**src/rtl/gfb_pkg.sv**
```systemverilog
// Shared types and constants of the glyph blitter.
`timescale 1ns / 1ps
`default_nettype none
package gfb_pkg;

	localparam int POS_W    = 12;
	localparam int DIM_W    = 13;
	localparam int IDX_W    = 2 * DIM_W;
	localparam int OUT_IDX_W = 24;
	localparam int COLOR_W  = 32;
	localparam int BITS_W   = 8;
	localparam int CODE_W   = 8;
	localparam int GROW_W   = 3;
	localparam int CFG_IDX_W = 2;

	typedef logic [1:0] op_t;
	localparam op_t OP_LOAD = 2'd0;
	localparam op_t OP_DRAW = 2'd1;
	localparam op_t OP_PUT  = 2'd2;

	typedef logic [CFG_IDX_W-1:0] cfg_idx_t;
	localparam cfg_idx_t CFG_PRESENT = 2'd0;
	localparam cfg_idx_t CFG_WIDTH   = 2'd1;
	localparam cfg_idx_t CFG_HEIGHT  = 2'd2;

	// leftmost pixel is bit 7
	localparam logic [BITS_W-1:0] BIT_SELECT [8] = '{
		8'd128, 8'd64, 8'd32, 8'd16, 8'd8, 8'd4, 8'd2, 8'd1
	};

endpackage
`default_nettype wire

```
**src/rtl/gfb_mul.sv**
```systemverilog
// Shared 13x13 multiplier with registered product.
`timescale 1ns / 1ps
`default_nettype none
module gfb_mul (
	input  wire logic                      clk,
	input  wire logic [gfb_pkg::DIM_W-1:0] a,
	input  wire logic [gfb_pkg::DIM_W-1:0] b,
	output      logic [gfb_pkg::IDX_W-1:0] product_s1
);

	always_ff @(posedge clk) begin
		product_s1 <= gfb_pkg::IDX_W'(a) * gfb_pkg::IDX_W'(b);
	end

endmodule
`default_nettype wire

```
**config.mk**
```make
export PLATFORM = sky130hd
export DESIGN_NAME = gfb_mul
export DESIGN_NICKNAME = d
export VERILOG_FILES = /design/src/rtl/gfb_pkg.sv /design/src/rtl/gfb_mul.sv
export SDC_FILE = /design/constraint.sdc
export NUM_CORES = 1
export LEC_CHECK = 0
export ABC_AREA = 1
export BUFFER_PORTS_ARGS = -buffer_cell sky130_fd_sc_hd__buf_4
export CELL_PAD_IN_SITES_DETAIL_PLACEMENT = 2
export CELL_PAD_IN_SITES_GLOBAL_PLACEMENT = 2
export CORE_AREA = 2 2 135 137
export CTS_BUF_LIST = sky130_fd_sc_hd__clkbuf_4 sky130_fd_sc_hd__clkbuf_8
export CTS_CLUSTER_DIAMETER = 120
export DETAILED_ROUTE_END_ITERATION = 7
export DIE_AREA = 0 0 137 139
export PLACE_DENSITY_LB_ADDON = 0.05
export SETUP_SLACK_MARGIN = 0.15
export SYNTH_ARGS = -nofsm -noshare
export SYNTH_HDL_FRONTEND = slang
export SYNTH_SLANG_ARGS = --single-unit
```
**constraint.sdc**
```tcl
create_clock -name clk -period 9.7 [get_ports clk]
set_input_delay 2.91 -clock clk [delete_from_list [all_inputs] [get_ports clk]]
set_output_delay 2.91 -clock clk [all_outputs]
set_load 0.005 [all_outputs]
```
==> metrics.cfg <==
[status]
status=complete, no violations

[sta]
finalHoldViolations=0
fin_crit_sh_pct=73.9
drv_slew=0
worstMarginPinSlew_ps=361
rsz0062_at_grt=false
max_slew_margin_pct=75.9
finalSetupViolations=0
clock.fmax_mhz=140
layout_min_cycle_time_ps=7170
finalSetupTns_ps=0

[setup_path]
path_delay_family=adder cells
cp.required_ps=9890
path_max_fanout=13
max_stage_delay_ps=550
worst_setup_path_end_kind=register
crit_path_top_delay_cell=fa_1
crit_type=primary input to register
start_kind=primary input
cp.buffers_inverters=6
arrival_ps=7350
crit_chain=buf_4 -> nand2_1 -> inv_1 -> fa_1 -> inv_1 -> fa_1 -> inv_1 -> fa_1 -> fa_1 -> inv_1 -> fa_1 -> inv_1 -> ha_1 -> nand2_1 -> nor2_2 -> nand3_1 -> nand3_1 -> nand2_1 -> nand3_1 -> nand2_1

[power_and_ir_drop]
power.total_w=0.00245
power_density_nw_per_um2=333
ir_worst_vdd_uv=164
p_leak_nw=4.71

[die]
ioPinCount=53
start_util_pct=37.9
core_area_sq_um=17700
dieArea_sq_um=19000
fp.dieH_um=139
die_w_um=137
rows=49

[finish]
final_cell_mix=inv_1 (313), nand2_1 (303), fa_1 (121)
largest_reg_flops=26
layout_commonest_cell=inv_1
drive_gt1_share_pct=6.37
top_register=product_s1
num_antenna_cells=0
syn_to_final_growth_pct=9.71
top_regs=product_s1 x26
fin_nets=1193

[placement]
dpl.hpwl_mm=16.9
portBuffers=52
gp_congestion=0.775

[synthesis]
yosys-top-cells-area=fa_1 (36%), inv_1 (18%), nand2_1 (17%), ha_1 (13%), dfxtp_1 (7.8%)
synthesis.nets=1162
synth.distinct_cells=22
yosys_warnings=0
synth_top_area_cell=fa_1
synth_top_cell_area_share_pct=36.2
netlist_instances=943
syn_area_per_cell_sq_um=7.10
synth_seq_area_share_pct=7.77
synth-seq-cells=26
synth.cell_area_sq_um=6700

[route]
vias=5631
dr.pass1.iters=4
detail-route-antenna-nets=0
drt_iter0_markers=165
wl_per_cell_um=16.3
vias_per_cell=4.68
route.detailed.drc=0
wl_mm=19.5

[grt]
grt_pass1_vias=6661
antenna_found_initial=0
grt-ovfl-total=0
grt_pass1_wl_mm=33.2
track_usage_pct=22.5
grt_max_degree=16

[clock_network]
cts-hold-fix-buffers=0
cts_tree=built
htreeDepth=1
clkSlewWorstSetupHoldPaths_ps=100
numCtsBuffers=3
cts_buffer_depth=2
cts.sinks=26
cts_resized=0
cts_root_buf=clkbuf_8
postCtsSetupBuffers=0

[min_path]
hold_class=primary input to register

[job]
maxCapViolations=0

[routing by layer]
layer | up-vias | part of all wire (%) | wire, um | global-route usage [%]
li1 | 2675 | - | - | -
met1 | 2875 | 40 | 7870 | 26.8
met2 | 60 | 56 | 10900 | 43.7
met3 | 21 | 2.2 | 435 | 1.86
met4 | 0 | 1.7 | 340 | 3.53
met5 | - | 0 | 0 | 0
[per-stage QoR]
step | utilization (%) | cell area [sq um] | hold WS [ps] | setup slack (ps) | instances
global route | 41.6 | 7350 | 2940 | 2280 | 1202
finish | 41.6 | 7350 | 2920 | 2530 | 1202
detailed placement | 41.2 | 7280 | 3240 | 2230 | 1198
global placement | 41.2 | 7280 | 3230 | 2360 | 1198
floorplan | - | 6700 | 3010 | 2760 | 943
CTS | 41.6 | 7350 | 2920 | 2520 | 1202
[logic make-up (layout without fill, tap and decap cells)]
kind of cell / after synthesis / in the layout / share of synthesized area (%)
AO/OA/AOI/OAI: 15 / 15 / 1.31
adder cells (fa/ha/maj): 192 / 192 / 49.4
flip-flops: 26 / 26 / 7.77
XOR/XNOR: 11 / 11 / 1.44
AND/OR/NAND/NOR: 359 / 359 / 21.0
buffers and inverters: 340 / 370 / 19.1
[worst paths after layout]
path  slack, ps                      to  depth (start not counted)  start
max        2530  product_s1[21]$_DFF_P_                         20   b[1]
min        2920   product_s1[0]$_DFF_P_                          3   a[0]
[cell usage after synthesis]
master,n
o21ai_2,1
clkinv_1,1
nor2_1,22
and2_1,1
nand4_1,3
fa_1,121
o21bai_1,2
a21oi_1,11
nor3_1,2
xor2_1,10
nand3_1,21
nor2_2,3
or2_1,1
nand3b_1,2
nand2_1,303
a21oi_2,1
dfxtp_1,26
xnor2_1,1
inv_1,313
nand2_2,1
clkbuf_1,26
ha_1,71
[final cells by class]
class | instances | area, sq um
tap | 229 | 287
timing repair buffer | 52 | 390
clock inverter | 1 | 30.0
multi-input combinational | 577 | 4900
inverter | 314 | 1180
sequential | 26 | 520
clock buffer | 3 | 41.3
fill | 2119 | 10300
[report_power, final]
group | switching (W) | leakage [nW] | total [W] | internal [W]
registers | 0.0000141 | 0.219 | 0.000195 | 0.000181
logic | 0.00139 | 4.46 | 0.00216 | 0.000763
clock network | 0.0000391 | 0.0357 | 0.0000945 | 0.0000554
total | 0.00145 | 4.71 | 0.00245 | 0.000999
Note: power is estimated with default switching activity, not from simulation.
